### config.mk
export PLATFORM = sky130hd
export DESIGN_NAME = utf8_display_width_meter_core
export DESIGN_NICKNAME = d
export VERILOG_FILES = /design/src/rtl/uwm_pkg.sv /design/src/rtl/uwm_front.sv /design/src/rtl/uwm_queue.sv /design/src/rtl/uwm_back.sv /design/src/rtl/utf8_display_width_meter_core.sv
export SDC_FILE = /design/constraint.sdc
export NUM_CORES = 1
export LEC_CHECK = 0
export BUFFER_PORTS_ARGS = -buffer_cell sky130_fd_sc_hd__clkbuf_2
export CORE_MARGIN = 8
export CORE_UTILIZATION = 60
export DETAILED_ROUTE_END_ITERATION = 8
export GPL_TIMING_DRIVEN = 1
export PLACE_DENSITY = 0.78
export SYNTH_ARGS = -nofsm -noshare
export SYNTH_HDL_FRONTEND = slang
export SYNTH_SLANG_ARGS = --single-unit
### constraint.sdc
create_clock -name i_clk -period 12.1 [get_ports i_clk]
set_input_delay 0.605 -clock i_clk [delete_from_list [all_inputs] [get_ports i_clk]]
set_output_delay 0.605 -clock i_clk [all_outputs]
set_load 0.005 [all_outputs]
### src/rtl/uwm_pkg.sv
// shared types and constants for the utf-8 display width meter
// no dependencies; imported by every module of the block
package uwm_pkg;

    localparam int CP_BITS    = 21;
    localparam int QDEPTH     = 4;
    localparam logic [15:0] RUN_MAX = 16'hffff;

    localparam logic [1:0] CONT_TAG = 2'b10;

    localparam logic [2:0] LEN_ONE   = 3'd1;
    localparam logic [2:0] LEN_TWO   = 3'd2;
    localparam logic [2:0] LEN_THREE = 3'd3;
    localparam logic [2:0] LEN_FOUR  = 3'd4;

    localparam logic [1:0] WIDTH_ZERO   = 2'd0;
    localparam logic [1:0] WIDTH_SINGLE = 2'd1;
    localparam logic [1:0] WIDTH_DOUBLE = 2'd2;

    typedef struct packed {
        logic [CP_BITS-1:0] code_point;
        logic [2:0]         unit_bytes;
        logic               final_unit;
    } t_unit;

endpackage

### src/rtl/uwm_front.sv
// front end: accepts text bytes, gathers utf-8 units and replays broken sequences
// depends on uwm_pkg; pushes one unit per cycle toward uwm_queue while the queue has room
module uwm_front (
    input  logic           i_clk,
    input  logic           i_rst_n,
    input  logic           i_in_valid,
    output logic           o_in_ready,
    input  logic [7:0]     i_in_byte,
    input  logic           i_in_last,
    output logic           o_push_valid,
    input  logic           i_push_ready,
    output uwm_pkg::t_unit o_push_unit
);
    import uwm_pkg::*;

    function automatic logic [2:0] lead_length(input logic [7:0] b);
        logic [2:0] len;
        begin
            len = LEN_ONE;
            if (b[7:5] == 3'b110) len = LEN_TWO;
            else if (b[7:4] == 4'b1110) len = LEN_THREE;
            else if (b[7:3] == 5'b11110) len = LEN_FOUR;
            lead_length = len;
        end
    endfunction

    logic [7:0] r_held [3];
    logic [1:0] r_hc, n_hc;
    logic [2:0] r_exp, n_exp;
    logic [7:0] r_rep [3];
    logic [1:0] r_rep_cnt;
    logic       r_rep_last;

    logic       busy, accept, is_cont, complete, append, b_single, incl_b;
    logic       flush_held, new_hold;
    logic [2:0] len;
    logic [1:0] eff_hc;
    logic [2:0] n_units;
    logic [7:0] l0, l1, l2, l3;
    logic [CP_BITS-1:0] full_cp;

    assign busy       = (r_rep_cnt != 2'd0);
    assign o_in_ready = !busy && i_push_ready;
    assign accept     = i_in_valid && o_in_ready;

    always_comb begin
        is_cont    = (i_in_byte[7:6] == CONT_TAG);
        len        = lead_length(i_in_byte);
        complete   = (r_hc != 2'd0) && is_cont && (({1'b0, r_hc} + 3'd1) == r_exp);
        append     = (r_hc != 2'd0) && is_cont && !complete;
        b_single   = ((r_hc == 2'd0) || !is_cont) && ((len == LEN_ONE) || i_in_last);
        new_hold   = ((r_hc == 2'd0) || !is_cont) && (len != LEN_ONE) && !i_in_last;
        incl_b     = b_single || (append && i_in_last);
        flush_held = ((r_hc != 2'd0) && !is_cont) || (append && i_in_last);
        eff_hc     = flush_held ? r_hc : 2'd0;
        n_units    = {1'b0, eff_hc} + {2'b00, incl_b};
        l0 = (eff_hc > 2'd0) ? r_held[0] : i_in_byte;
        l1 = (eff_hc > 2'd1) ? r_held[1] : i_in_byte;
        l2 = (eff_hc > 2'd2) ? r_held[2] : i_in_byte;
        l3 = i_in_byte;
        case (r_exp)
            LEN_TWO:   full_cp = CP_BITS'({r_held[0][4:0], i_in_byte[5:0]});
            LEN_THREE: full_cp = CP_BITS'({r_held[0][3:0], r_held[1][5:0], i_in_byte[5:0]});
            LEN_FOUR:  full_cp = CP_BITS'({r_held[0][2:0], r_held[1][5:0],
                                           r_held[2][5:0], i_in_byte[5:0]});
            default:   full_cp = '0;
        endcase
    end

    always_comb begin
        o_push_valid = 1'b0;
        o_push_unit  = '0;
        if (busy) begin
            o_push_valid           = 1'b1;
            o_push_unit.code_point = CP_BITS'(r_rep[0]);
            o_push_unit.unit_bytes = LEN_ONE;
            o_push_unit.final_unit = r_rep_last && (r_rep_cnt == 2'd1);
        end else if (accept && complete) begin
            o_push_valid           = 1'b1;
            o_push_unit.code_point = full_cp;
            o_push_unit.unit_bytes = r_exp;
            o_push_unit.final_unit = i_in_last;
        end else if (accept && (n_units != 3'd0)) begin
            o_push_valid           = 1'b1;
            o_push_unit.code_point = CP_BITS'(l0);
            o_push_unit.unit_bytes = LEN_ONE;
            o_push_unit.final_unit = i_in_last && (n_units == 3'd1);
        end
    end

    always_comb begin
        n_hc  = r_hc;
        n_exp = r_exp;
        if (accept) begin
            if (new_hold) begin
                n_hc  = 2'd1;
                n_exp = len;
            end else if (append && !i_in_last) begin
                n_hc = r_hc + 2'd1;
            end else begin
                n_hc  = 2'd0;
                n_exp = 3'd0;
            end
        end
    end

    always_ff @(posedge i_clk) begin
        if (!i_rst_n) begin
            r_hc       <= 2'd0;
            r_exp      <= 3'd0;
            r_rep_cnt  <= 2'd0;
            r_rep_last <= 1'b0;
        end else begin
            r_hc  <= n_hc;
            r_exp <= n_exp;
            if (busy) begin
                if (i_push_ready) r_rep_cnt <= r_rep_cnt - 2'd1;
            end else if (accept && !complete && (n_units > 3'd1)) begin
                r_rep_cnt  <= 2'(n_units - 3'd1);
                r_rep_last <= i_in_last;
            end
        end
    end

    always_ff @(posedge i_clk) begin
        if (busy) begin
            if (i_push_ready) begin
                r_rep[0] <= r_rep[1];
                r_rep[1] <= r_rep[2];
            end
        end else if (accept) begin
            r_rep[0] <= l1;
            r_rep[1] <= l2;
            r_rep[2] <= l3;
        end
        if (accept) begin
            if (new_hold) r_held[0] <= i_in_byte;
            else if (append && !i_in_last) r_held[r_hc] <= i_in_byte;
        end
    end

endmodule

### src/rtl/uwm_queue.sv
// short unit queue between the front end and the width stage
// depends on uwm_pkg for the unit type and depth
module uwm_queue (
    input  logic           i_clk,
    input  logic           i_rst_n,
    input  logic           i_push_valid,
    output logic           o_push_ready,
    input  uwm_pkg::t_unit i_push_unit,
    output logic           o_pop_valid,
    input  logic           i_pop_ready,
    output uwm_pkg::t_unit o_pop_unit
);
    import uwm_pkg::*;

    localparam int PW = $clog2(QDEPTH);

    t_unit         r_mem [QDEPTH];
    logic [PW-1:0] r_wp, r_rp;
    logic [PW:0]   r_cnt;
    logic          push, pop;

    assign o_push_ready = (r_cnt != (PW+1)'(QDEPTH));
    assign o_pop_valid  = (r_cnt != '0);
    assign o_pop_unit   = r_mem[r_rp];
    assign push         = i_push_valid && o_push_ready;
    assign pop          = o_pop_valid && i_pop_ready;

    always_ff @(posedge i_clk) begin
        if (!i_rst_n) begin
            r_wp  <= '0;
            r_rp  <= '0;
            r_cnt <= '0;
        end else begin
            if (push) r_wp <= r_wp + PW'(1);
            if (pop)  r_rp <= r_rp + PW'(1);
            case ({push, pop})
                2'b10:   r_cnt <= r_cnt + (PW+1)'(1);
                2'b01:   r_cnt <= r_cnt - (PW+1)'(1);
                default: r_cnt <= r_cnt;
            endcase
        end
    end

    always_ff @(posedge i_clk) begin
        if (push) r_mem[r_wp] <= i_push_unit;
    end

endmodule

### src/rtl/uwm_back.sv
// back end: classifies display width, keeps the running sum, holds the result register
// depends on uwm_pkg; takes units from uwm_queue
module uwm_back #(
    parameter int SUM_BITS = 16
) (
    input  logic                         i_clk,
    input  logic                         i_rst_n,
    input  logic                         i_pop_valid,
    output logic                         o_pop_ready,
    input  uwm_pkg::t_unit               i_pop_unit,
    output logic                         o_valid,
    input  logic                         i_ready,
    output logic [uwm_pkg::CP_BITS-1:0]  o_code_point,
    output logic [1:0]                   o_cell_cols,
    output logic [2:0]                   o_unit_bytes,
    output logic [15:0]                  o_running_width,
    output logic                         o_final_unit
);
    import uwm_pkg::*;

    localparam int EW = (SUM_BITS > 16) ? SUM_BITS : 16;

    function automatic logic in_rng(input logic [CP_BITS-1:0] c,
                                    input logic [CP_BITS-1:0] lo,
                                    input logic [CP_BITS-1:0] hi);
        in_rng = (c >= lo) && (c <= hi);
    endfunction

    function automatic logic [1:0] cell_width(input logic [CP_BITS-1:0] c);
        logic zero_w, dbl_w;
        begin
            zero_w = (c < 21'h20) ||
                     in_rng(c, 21'h0300, 21'h036f) || in_rng(c, 21'h1ab0, 21'h1aff) ||
                     in_rng(c, 21'h1dc0, 21'h1dff) || in_rng(c, 21'h20d0, 21'h20ff) ||
                     in_rng(c, 21'hfe00, 21'hfe0f) || in_rng(c, 21'hfe20, 21'hfe2f) ||
                     (c == 21'h200d);
            dbl_w  = in_rng(c, 21'h1100, 21'h115f) || (c == 21'h2329) || (c == 21'h232a) ||
                     in_rng(c, 21'h2e80, 21'ha4cf) || in_rng(c, 21'hac00, 21'hd7a3) ||
                     in_rng(c, 21'hf900, 21'hfaff) || in_rng(c, 21'hfe10, 21'hfe19) ||
                     in_rng(c, 21'hfe30, 21'hfe6f) || in_rng(c, 21'hff00, 21'hff60) ||
                     in_rng(c, 21'hffe0, 21'hffe6) || in_rng(c, 21'h1f000, 21'h1faff) ||
                     in_rng(c, 21'h20000, 21'h3fffd);
            if (zero_w) cell_width = WIDTH_ZERO;
            else if (dbl_w) cell_width = WIDTH_DOUBLE;
            else cell_width = WIDTH_SINGLE;
        end
    endfunction

    logic                r_valid;
    logic [CP_BITS-1:0]  r_cp;
    logic [1:0]          r_w;
    logic [2:0]          r_nb;
    logic [15:0]         r_run;
    logic                r_last;
    logic [SUM_BITS-1:0] r_sum;

    logic                pop;
    logic [1:0]          w;
    logic [SUM_BITS:0]   sum_add;
    logic [SUM_BITS-1:0] n_sum;
    logic [EW-1:0]       sum_ext;
    logic [15:0]         n_run;

    assign o_pop_ready = !r_valid || i_ready;
    assign pop         = i_pop_valid && o_pop_ready;

    always_comb begin
        w       = cell_width(i_pop_unit.code_point);
        sum_add = {1'b0, r_sum} + (SUM_BITS+1)'(w);
        n_sum   = sum_add[SUM_BITS] ? '1 : sum_add[SUM_BITS-1:0];
        sum_ext = EW'(n_sum);
        n_run   = (sum_ext > EW'(RUN_MAX)) ? RUN_MAX : sum_ext[15:0];
    end

    always_ff @(posedge i_clk) begin
        if (!i_rst_n) begin
            r_valid <= 1'b0;
            r_sum   <= '0;
        end else begin
            if (pop) begin
                r_valid <= 1'b1;
                r_sum   <= i_pop_unit.final_unit ? '0 : n_sum;
            end else if (i_ready) begin
                r_valid <= 1'b0;
            end
        end
    end

    always_ff @(posedge i_clk) begin
        if (pop) begin
            r_cp   <= i_pop_unit.code_point;
            r_w    <= w;
            r_nb   <= i_pop_unit.unit_bytes;
            r_run  <= n_run;
            r_last <= i_pop_unit.final_unit;
        end
    end

    assign o_valid         = r_valid;
    assign o_code_point    = r_cp;
    assign o_cell_cols     = r_w;
    assign o_unit_bytes    = r_nb;
    assign o_running_width = r_run;
    assign o_final_unit    = r_last;

endmodule

### src/rtl/utf8_display_width_meter_core.sv
// top level of the utf-8 display width meter
// depends on uwm_pkg, uwm_front, uwm_queue and uwm_back
//
// usage:
//   input stream: one text byte per transfer on s_axis_tdata, s_axis_tlast on the
//   final byte of a text. output stream: one transfer per utf-8 unit, m_axis_tlast
//   on the last unit of a text.
//   a well-formed byte is taken every cycle while the unit queue has room; a byte
//   that breaks a sequence or ends a text early replays the held bytes as
//   single-byte units, one per cycle while the queue has room, and the front end
//   takes no new byte until every unit it releases is pushed. the unit that a byte
//   closes is written into the unit queue, then the width stage registers its result.
//   the output register refills in the cycle it is taken, so units leave at one per
//   cycle while m_axis_tready is high. when m_axis_tready is low the result holds,
//   the four-entry unit queue fills and s_axis_tready drops until space returns.
//   reset clears the gathering state, the queue, the running sum and output valid.
//   the running width saturates at 2^SUM_BITS-1 and is shown clipped to 16 bits.
module utf8_display_width_meter_core #(
    parameter int SUM_BITS = 16
) (
    input  logic        i_clk,
    input  logic        i_rst_n,
    input  logic        s_axis_tvalid,
    output logic        s_axis_tready,
    input  logic [7:0]  s_axis_tdata,   // [7:0] text_byte
    input  logic        s_axis_tlast,   // end_of_text
    output logic        m_axis_tvalid,
    input  logic        m_axis_tready,
    output logic [47:0] m_axis_tdata,   // [20:0] code_point, [22:21] display columns,
                                        // [25:23] unit_bytes, [41:26] running_width,
                                        // [47:42] zero
    output logic        m_axis_tlast    // final_unit
);
    import uwm_pkg::*;

    logic  push_valid, push_ready, pop_valid, pop_ready;
    t_unit push_unit, pop_unit;

    logic [CP_BITS-1:0] code_point;
    logic [1:0]         cell_cols;
    logic [2:0]         unit_bytes;
    logic [15:0]        running_width;

    uwm_front u_front (
        .i_clk        (i_clk),
        .i_rst_n      (i_rst_n),
        .i_in_valid   (s_axis_tvalid),
        .o_in_ready   (s_axis_tready),
        .i_in_byte    (s_axis_tdata),
        .i_in_last    (s_axis_tlast),
        .o_push_valid (push_valid),
        .i_push_ready (push_ready),
        .o_push_unit  (push_unit)
    );

    uwm_queue u_queue (
        .i_clk        (i_clk),
        .i_rst_n      (i_rst_n),
        .i_push_valid (push_valid),
        .o_push_ready (push_ready),
        .i_push_unit  (push_unit),
        .o_pop_valid  (pop_valid),
        .i_pop_ready  (pop_ready),
        .o_pop_unit   (pop_unit)
    );

    uwm_back #(
        .SUM_BITS (SUM_BITS)
    ) u_back (
        .i_clk           (i_clk),
        .i_rst_n         (i_rst_n),
        .i_pop_valid     (pop_valid),
        .o_pop_ready     (pop_ready),
        .i_pop_unit      (pop_unit),
        .o_valid         (m_axis_tvalid),
        .i_ready         (m_axis_tready),
        .o_code_point    (code_point),
        .o_cell_cols     (cell_cols),
        .o_unit_bytes    (unit_bytes),
        .o_running_width (running_width),
        .o_final_unit    (m_axis_tlast)
    );

    assign m_axis_tdata = {6'd0, running_width, unit_bytes, cell_cols, code_point};

endmodule
==> out/metrics.cfg, run 1 <==
[run_status]
status = completed

[layout]
area_growth_syn_to_layout_pct = 13.2
post-route-util = 0.686
final.fill_count = 1105
final_net_count = 811
stdcell_area_mm2 = 0.0112
antenna_cells = 0
layout-drive-gt1-share = 0.180
final-instance-count-excl-fill = 1019

[detailed_routing]
drt-initial-drc-count = 528
drt_first_pass_iters = 5
via_count = 6161
route.detailed.vias_per_inst = 6.05
drc = 0
routed_wirelength_um = 20100
wire_per_inst_um = 19.8
ant_nets = 0

[clock_network]
postCtsResizedCells = 0
cts_max_path_buffers = 3
master_cell_of_the_clock_root_buffer = sky130_fd_sc_hd__clkbuf_16
cts_made_buffers = 24
cts_setup_buffers = 0
tritoncts = built
cts_num_sinks = 225
clock_insertion_delay_worst_skew_ns = 0.51
reg_clk_slew_reported_paths_ns = 0.06
htreeDepth = 1
cts_hold_repair.buffers = 0

[yosys]
combinational_family_with_the_most_area_after_synthesis = simple AND/OR/NAND/NOR gates
synthAdderAreaFrac = 0.0229
synth-edff-count = 191
synthSimpleGateAreaFrac = 0.125
yosys.cell_types.count = 66
netlist.top_cell.by_area = sky130_fd_sc_hd__edfxtp_1
synth_xor_xnor_area_share = 0.0176
synth.area.mux_share = 0.0768
yosysMostFrequentCell = sky130_fd_sc_hd__edfxtp_1
synth_cells = 719
synth_compound_gate_area_share = 0.0803
synthesis.area_mm2 = 0.00994
ys_async_sr_fraction = 0
synth.yosys.warnings = 0
yosysSeqAreaShare = 0.646
syn_area_per_cell_um2 = 13.8
synth_top_cells_by_count = sky130_fd_sc_hd__edfxtp_1 (191), sky130_fd_sc_hd__nand2_1 (52), sky130_fd_sc_hd__nor2b_1 (40)
yosys_most_used_dff = sky130_fd_sc_hd__edfxtp_1
synth.top_cell.area_share = 0.577
post_synth_main_area_contributors = sky130_fd_sc_hd__edfxtp_1 (58%), sky130_fd_sc_hd__dfxtp_1 (6.8%), sky130_fd_sc_hd__mux4_2 (5.7%), sky130_fd_sc_hd__nor2b_1 (2.5%), sky130_fd_sc_hd__a22oi_1 (2.0%)
yosys_register_bits = 225

[sta]
setup_viol_count_final = 0
layout_worst_path_cycle_share = 0.432
achievable-frequency_mhz = 191
slew-limit-headroom = 0.250
minimum_clock_period_after_layout_ns = 5.23
skew_ns = 0.0148
timing.final.max_slew_violations = 0
final.setup.tns_ns = 0
rsz0062_at_grt = no
tightestPinTransition_ns = 1.12
final_hold_viol_count = 0

[floorplan]
chipHeight_um = 145
chipWidth_um = 145
top_level_ports = 64
dieArea_mm2 = 0.0209
core-area_mm2 = 0.0164
rows = 47
floorplan.initialDensity = 0.606

[power]
power.clock.fraction = 0.304
netSwitchingPower_w = 0.000776
power.density_cell_area_mw_per_mm2 = 227
power.sequential.fraction = 0.427
p_int_w = 0.00178
p_leak_nw = 3.92
finalPower_w = 0.00256
max_rail_drop_vdd_uv = 135
switch_share = 0.304
pwr-share-comb = 0.269

[grt]
grt_overflow = 0
grt_antenna_before_repair = 0
grt_pass1_wl_um = 31500
grt_start_max_net_pins = 46
via_count_of_the_first_global_routing_pass = 6149
grt_util_all_layers = 0.194

[critical_path]
worst_path_dominant_cell_family = simple AND/OR/NAND/NOR gates
timing.reg2reg.setup_slack_ns = 6.87
worst-setup-path-type = register to register
critPathRequiredTime_ns = 12.54
cell_with_the_biggest_individual_delay_on_the_critical_path = sky130_fd_sc_hd__dfxtp_1
critical_path_peak_fanout = 14
setup.worst_path.end_class = register
critPathLaunchType = register
stage_delay_of_the_slowest_cell_on_the_critical_path_ns = 0.71
cpMostUsedCell = sky130_fd_sc_hd__or3_1
crit_chain = buf_4 -> mux4_2 -> and3_1 -> nand4_1 -> or4_1 -> o211ai_2 -> nand4_2 -> a211oi_2 -> ha_1 -> inv_1 -> fa_1 -> or3_1 -> or3_1 -> nand2_1 -> a22oi_1 -> nor2b_1
timing.critical_path.arrival_ns = 5.67
cp.buffers_inverters = 2

[min_path]
hold_path.class = primary input to register

[placed_design]
detailed_place_hpwl_um = 13400
place.gp.congestion = 0.941
portBuffers = 57
numPlacedInstances = 975
detailed_place.area_mm2 = 0.0104

[flow_run]
drv_cap = 0

cell families after synthesis:
family | count (synthesis)
xor+xnor | 20
mux | 45
other cells | 1
buf+inv | 62
compound gates | 118
fa+ha+maj | 17
simple gates | 231
flops | 225
worst register-to-register path: stages (launching register included):
cell	delay (ns)
sky130_fd_sc_hd__dfxtp_1	0.71
sky130_fd_sc_hd__buf_4	0.35
sky130_fd_sc_hd__mux4_2	0.38
sky130_fd_sc_hd__and3_1	0.23
sky130_fd_sc_hd__nand4_1	0.14
sky130_fd_sc_hd__or4_1	0.56
sky130_fd_sc_hd__o211ai_2	0.11
sky130_fd_sc_hd__nand4_2	0.17
sky130_fd_sc_hd__a211oi_2	0.23
sky130_fd_sc_hd__ha_1	0.21
sky130_fd_sc_hd__inv_1	0.05
sky130_fd_sc_hd__fa_1	0.44
sky130_fd_sc_hd__or3_1	0.50
sky130_fd_sc_hd__or3_1	0.64
sky130_fd_sc_hd__nand2_1	0.19
sky130_fd_sc_hd__a22oi_1	0.08
sky130_fd_sc_hd__nor2b_1	0.16
state kept, by name, indices dropped and copies added, names as in the netlist, 2 cells and up, named ones only:
register                cells
u_back.o_cell_cols          2
u_back.o_code_point        21
u_back.o_running_width     16
u_back.o_unit_bytes         3
u_back.r_sum               16
u_front.r_exp               3
u_front.r_hc                2
u_front.r_held             24
u_front.r_rep              24
u_front.r_rep_cnt           2
u_queue.r_cnt               3
u_queue.r_mem             100
u_queue.r_rp                2
u_queue.r_wp                2
power by group through the flow:
stage	clock [W]	sequential [W]	combinational, W
floorplan	0	0.00110	0.000482
global placement	0	0.00110	0.000664
detailed placement	0	0.00111	0.000681
CTS	0.000787	0.00109	0.000685
global route	0.000815	0.00110	0.000751
finish	0.000776	0.00109	0.000688
through the flow:
step / worst slack [ns] / hold slack, ns
final: 6.87 / 0.390
after global routing: 6.57 / 0.386
after CTS: 6.90 / 0.381
after detailed placement: 6.98 / 0.506
after global placement: 7.16 / 0.504
after floorplan: 7.67 / 0.486
layer usage:
layer | routed length (um) | vias up | track usage
met5 | 0 | - | 0
met4 | 716 | 0 | 0.0723
li1 | - | 2846 | -
met2 | 9910 | 255 | 0.340
met3 | 1300 | 64 | 0.0308
met1 | 8200 | 2996 | 0.240
placed cells by master, fill, tap and decap left out, types with 21 or more instances in the layout:
| cell | count |
|---|---|
| sky130_fd_sc_hd__nor2b_1 | 40 |
| sky130_fd_sc_hd__a22oi_1 | 27 |
| sky130_fd_sc_hd__nand2_1 | 52 |
| sky130_fd_sc_hd__inv_1 | 22 |
| sky130_fd_sc_hd__mux4_2 | 25 |
| sky130_fd_sc_hd__dfxtp_1 | 34 |
| sky130_fd_sc_hd__a21oi_1 | 24 |
| sky130_fd_sc_hd__clkbuf_2 | 57 |
| sky130_fd_sc_hd__clkbuf_16 | 25 |
| sky130_fd_sc_hd__nor2_1 | 34 |
| sky130_fd_sc_hd__o21ai_0 | 21 |
| sky130_fd_sc_hd__edfxtp_1 | 191 |
final timing paths:
kind / start / end / cells past startpoint
max: register / u_back.r_sum[1] / 16
min: s_axis_tdata[0] / u_front.r_rep[0][16] / 1
max reg2reg: register / u_back.r_sum[1] / 16
min reg2reg: u_front.r_rep_last / u_front.r_rep_last / 2
area by class of cell:
cell class	instances	area, um2	area share
Sequential cell	225	6420	0.570
Multi-Input combinational cell	437	3240	0.288
Clock buffer	30	644	0.0573
Timing Repair Buffer	69	375	0.0334
Tap cell	220	275	0.0245
Clock inverter	14	204	0.0181
Inverter	24	90.1	0.00801
Note: power is estimated with default switching activity, not from simulation.
==> run 2: changes to the inputs <==
--- a/config.mk
+++ b/config.mk
@@ -7,10 +7,10 @@
 export LEC_CHECK = 0
 export BUFFER_PORTS_ARGS = -buffer_cell sky130_fd_sc_hd__clkbuf_2
 export CORE_MARGIN = 8
-export CORE_UTILIZATION = 60
+export CORE_UTILIZATION = 55
 export DETAILED_ROUTE_END_ITERATION = 8
 export GPL_TIMING_DRIVEN = 1
-export PLACE_DENSITY = 0.78
+export PLACE_DENSITY = 0.75
 export SYNTH_ARGS = -nofsm -noshare
 export SYNTH_HDL_FRONTEND = slang
 export SYNTH_SLANG_ARGS = --single-unit
==> constraint.sdc (replaced) <==
create_clock -name i_clk -period 4.5 [get_ports i_clk]
set_input_delay 0.225 -clock i_clk [delete_from_list [all_inputs] [get_ports i_clk]]
set_output_delay 0.225 -clock i_clk [all_outputs]
set_load 0.005 [all_outputs]
==> out/metrics.cfg, run 2 (same netlist as run 1, synthesis figures left out) <==
[run_status]
status = completed  ; unchanged

[detailed_routing]
drc = 0  ; unchanged
via_count = 6469  ; was 6161
drt_first_pass_iters = 5  ; unchanged
routed_wirelength_um = 21800  ; was 20100 um
drt-initial-drc-count = 365  ; was 528
wire_per_inst_um = 20.0  ; was 19.8 um
ant_nets = 0  ; unchanged
route.detailed.vias_per_inst = 5.95  ; was 6.05

[critical_path]
timing.critical_path.arrival_ns = 4.75  ; was 5.67 ns
critPathLaunchType = register  ; unchanged
worst-setup-path-type = register to register  ; unchanged
critPathRequiredTime_ns = 4.92  ; was 12.54 ns
setup.worst_path.end_class = register  ; unchanged
critical_path_peak_fanout = 7  ; was 14

[layout]
final.fill_count = 1268  ; was 1105
final_net_count = 872  ; was 811
mostFrequentLayoutCells = sky130_fd_sc_hd__edfxtp_1 (191), sky130_fd_sc_hd__buf_4 (68), sky130_fd_sc_hd__clkbuf_2 (57)  ; was sky130_fd_sc_hd__edfxtp_1 (191), sky130_fd_sc_hd__clkbuf_2 (57), sky130_fd_sc_hd__nand2_1 (52)
antenna_cells = 0  ; unchanged
top_register = u_queue.r_mem  ; unchanged
biggestRegsByFlops = u_queue.r_mem (100), u_front.r_held (24), u_front.r_rep (24)  ; unchanged
stdcell_area_mm2 = 0.0118  ; was 0.0112 mm2
multi_input_area_mm2 = 0.00337  ; was 0.00324 mm2
ff_latch_area_mm2 = 0.00642  ; about the same
largest_register_ff_count = 100  ; unchanged
layout-drive-gt1-share = 0.258  ; was 0.180
most_common_cell_after_layout_fill_and_taps_aside = sky130_fd_sc_hd__edfxtp_1  ; unchanged
area_growth_syn_to_layout_pct = 18.5  ; was 13.2%

[min_path]
hold_path.class = primary input to register  ; unchanged

[grt]
grt_pass1_wl_um = 33600  ; was 31500 um
grt_start_max_net_pins = 46  ; unchanged
grt_util_all_layers = 0.187  ; was 0.194
grt_overflow = 0  ; unchanged
via_count_of_the_first_global_routing_pass = 6595  ; was 6149
grt_antenna_before_repair = 0  ; unchanged

[placed_design]
place.gp.congestion = 0.959  ; was 0.941
portBuffers = 57  ; unchanged
detailed_place_hpwl_um = 14700  ; was 13400 um
detailed_place.area_mm2 = 0.0108  ; was 0.0104 mm2

[clock_network]
reg_clk_slew_reported_paths_ns = 0.06  ; about the same
tritoncts = built  ; unchanged
clock_insertion_delay_worst_skew_ns = 0.50  ; was 0.51 ns
cts_num_sinks = 225  ; unchanged
cts_hold_repair.buffers = 0  ; unchanged
htreeDepth = 1  ; unchanged
master_cell_of_the_clock_root_buffer = sky130_fd_sc_hd__clkbuf_16  ; unchanged
cts_max_path_buffers = 3  ; unchanged
cts_made_buffers = 23  ; was 24

[power]
power.density_cell_area_mw_per_mm2 = 603  ; was 227 mW/mm2
power.clock.fraction = 0.262  ; was 0.304
p_leak_nw = 4.21  ; was 3.92 nW
netSwitchingPower_w = 0.00218  ; was 0.000776 W
pwr-share-comb = 0.325  ; was 0.269
power.sequential.fraction = 0.413  ; was 0.427
max_rail_drop_vdd_uv = 465  ; was 135 uV
switch_share = 0.307  ; was 0.304
p_int_w = 0.00492  ; was 0.00178 W

[floorplan]
chipWidth_um = 150  ; was 145 um
chipHeight_um = 150  ; was 145 um
core-area_mm2 = 0.0178  ; was 0.0164 mm2
dieArea_mm2 = 0.0226  ; was 0.0209 mm2
rows = 49  ; was 47
top_level_ports = 64  ; unchanged
floorplan.initialDensity = 0.557  ; was 0.606

[sta]
final_hold_viol_count = 0  ; unchanged
final.setup.tns_ns = 0  ; unchanged
minimum_clock_period_after_layout_ns = 4.32  ; was 5.23 ns
tightestPinTransition_ns = 1.20  ; was 1.12 ns
skew_ns = 0.0109  ; was 0.0148 ns
setup_viol_count_final = 0  ; unchanged
slew-limit-headroom = 0.195  ; was 0.250
achievable-frequency_mhz = 231  ; was 191 MHz
timing.final.max_slew_violations = 0  ; unchanged
layout_worst_path_cycle_share = 0.961  ; was 0.432

[flow_run]
drv_cap = 0  ; unchanged

-- run 2: cell types whose count changed in the layout (fill, tap and decap cells not counted), sizes merged --
| cell | previous run | this run |
|---|---|---|
| buf | 12 | 73 |
| clkinvlp | 1 | 0 |
| clkinv | 8 | 4 |
| clkbuf | 87 | 92 |
| bufinv | 5 | 2 |
| mux4 | 25 | 26 |
-- run 2: critical path: stages (launching register included) --
cell	delay, ns
sky130_fd_sc_hd__dfxtp_4	0.37
sky130_fd_sc_hd__buf_4	0.13
sky130_fd_sc_hd__mux4_2	0.62
sky130_fd_sc_hd__or2_4	0.32
sky130_fd_sc_hd__o2111ai_2	0.24
sky130_fd_sc_hd__nor4_1	0.09
sky130_fd_sc_hd__a211oi_2	0.17
sky130_fd_sc_hd__nand4_2	0.15
sky130_fd_sc_hd__a211oi_2	0.22
sky130_fd_sc_hd__ha_2	0.22
sky130_fd_sc_hd__inv_1	0.05
sky130_fd_sc_hd__fa_2	0.34
sky130_fd_sc_hd__or3_4	0.40
sky130_fd_sc_hd__or3_4	0.40
sky130_fd_sc_hd__buf_4	0.17
sky130_fd_sc_hd__nand2_1	0.08
sky130_fd_sc_hd__a22oi_1	0.06
sky130_fd_sc_hd__nor2b_1	0.19
-- run 2: area by class of cell --
| cell class | instances | share of cell area |
|---|---|---|
| clock buffers | 35 | 0.0561 |
| clock inverters | 6 | 0.00701 |
| inverters | 24 | 0.00765 |
| multi-input cells | 438 | 0.286 |
| flip-flops and latches | 225 | 0.545 |
| well taps | 229 | 0.0243 |
| repair buffers | 130 | 0.0737 |
-- run 2: final timing paths --
path | startpoint | end | slack, ns | cells after the start
worst max-delay path | register | u_back.r_sum[3] | 0.18 | 17
worst min-delay path | s_axis_tdata[0] | u_front.r_rep[0][16] | 0.03 | 1
worst max register to register | register | u_back.r_sum[3] | 0.18 | 17
worst min register to register | u_front.r_rep[0][13] | u_front.r_rep[0][5] | 0.54 | 2
-- run 2: stage by stage --
stage | total power, W | hold slack (ns) | utilization | instances | setup slack, ns
finish | 0.00710 | 0.0284 | 0.660 | 1087 | 0.176
global route | 0.00745 | 0.0294 | 0.660 | 1087 | -0.00231
CTS | 0.00699 | 0.0145 | 0.648 | 1076 | 0.00647
detailed placement | 0.00508 | 0.514 | 0.604 | 1031 | -0.150
global placement | 0.00502 | 0.506 | 0.604 | 1031 | 0.0431
floorplan | 0.00426 | 0.324 | - | 724 | 0.0719
-- run 2: timing repair --
| item | 4_1_cts | 5_1_grt |
|---|---|---|
| pin swaps | 1 | 6 |
| cloned | 0 | 1 |
| endpoints found under the setup margin | 8 | 31 |
| resized for setup | 4 | 26 |
| buffers inserted | 4 | 10 |
-- run 2: metal layers --
| layer | part of all wire | GRT usage | wire (um) | up-vias |
|---|---|---|---|---|
| met1 | 0.40 | 0.224 | 8760 | 3231 |
| li1 | - | - | - | 2971 |
| met2 | 0.51 | 0.332 | 11000 | 216 |
| met4 | 0.030 | 0.0710 | 657 | 0 |
| met5 | 0 | 0 | 0 | - |
| met3 | 0.060 | 0.0307 | 1310 | 51 |
-- run 2: power groups by stage --
stage | Combinational (W) | Clock [W] | Sequential, W
3_5_place_dp | 0.00211 | 0 | 0.00297
5_1_grt | 0.00251 | 0.00197 | 0.00297
4_1_cts | 0.00216 | 0.00189 | 0.00293
2_1_floorplan | 0.00130 | 0 | 0.00296
6_report | 0.00231 | 0.00186 | 0.00293
3_3_place_gp | 0.00207 | 0 | 0.00295
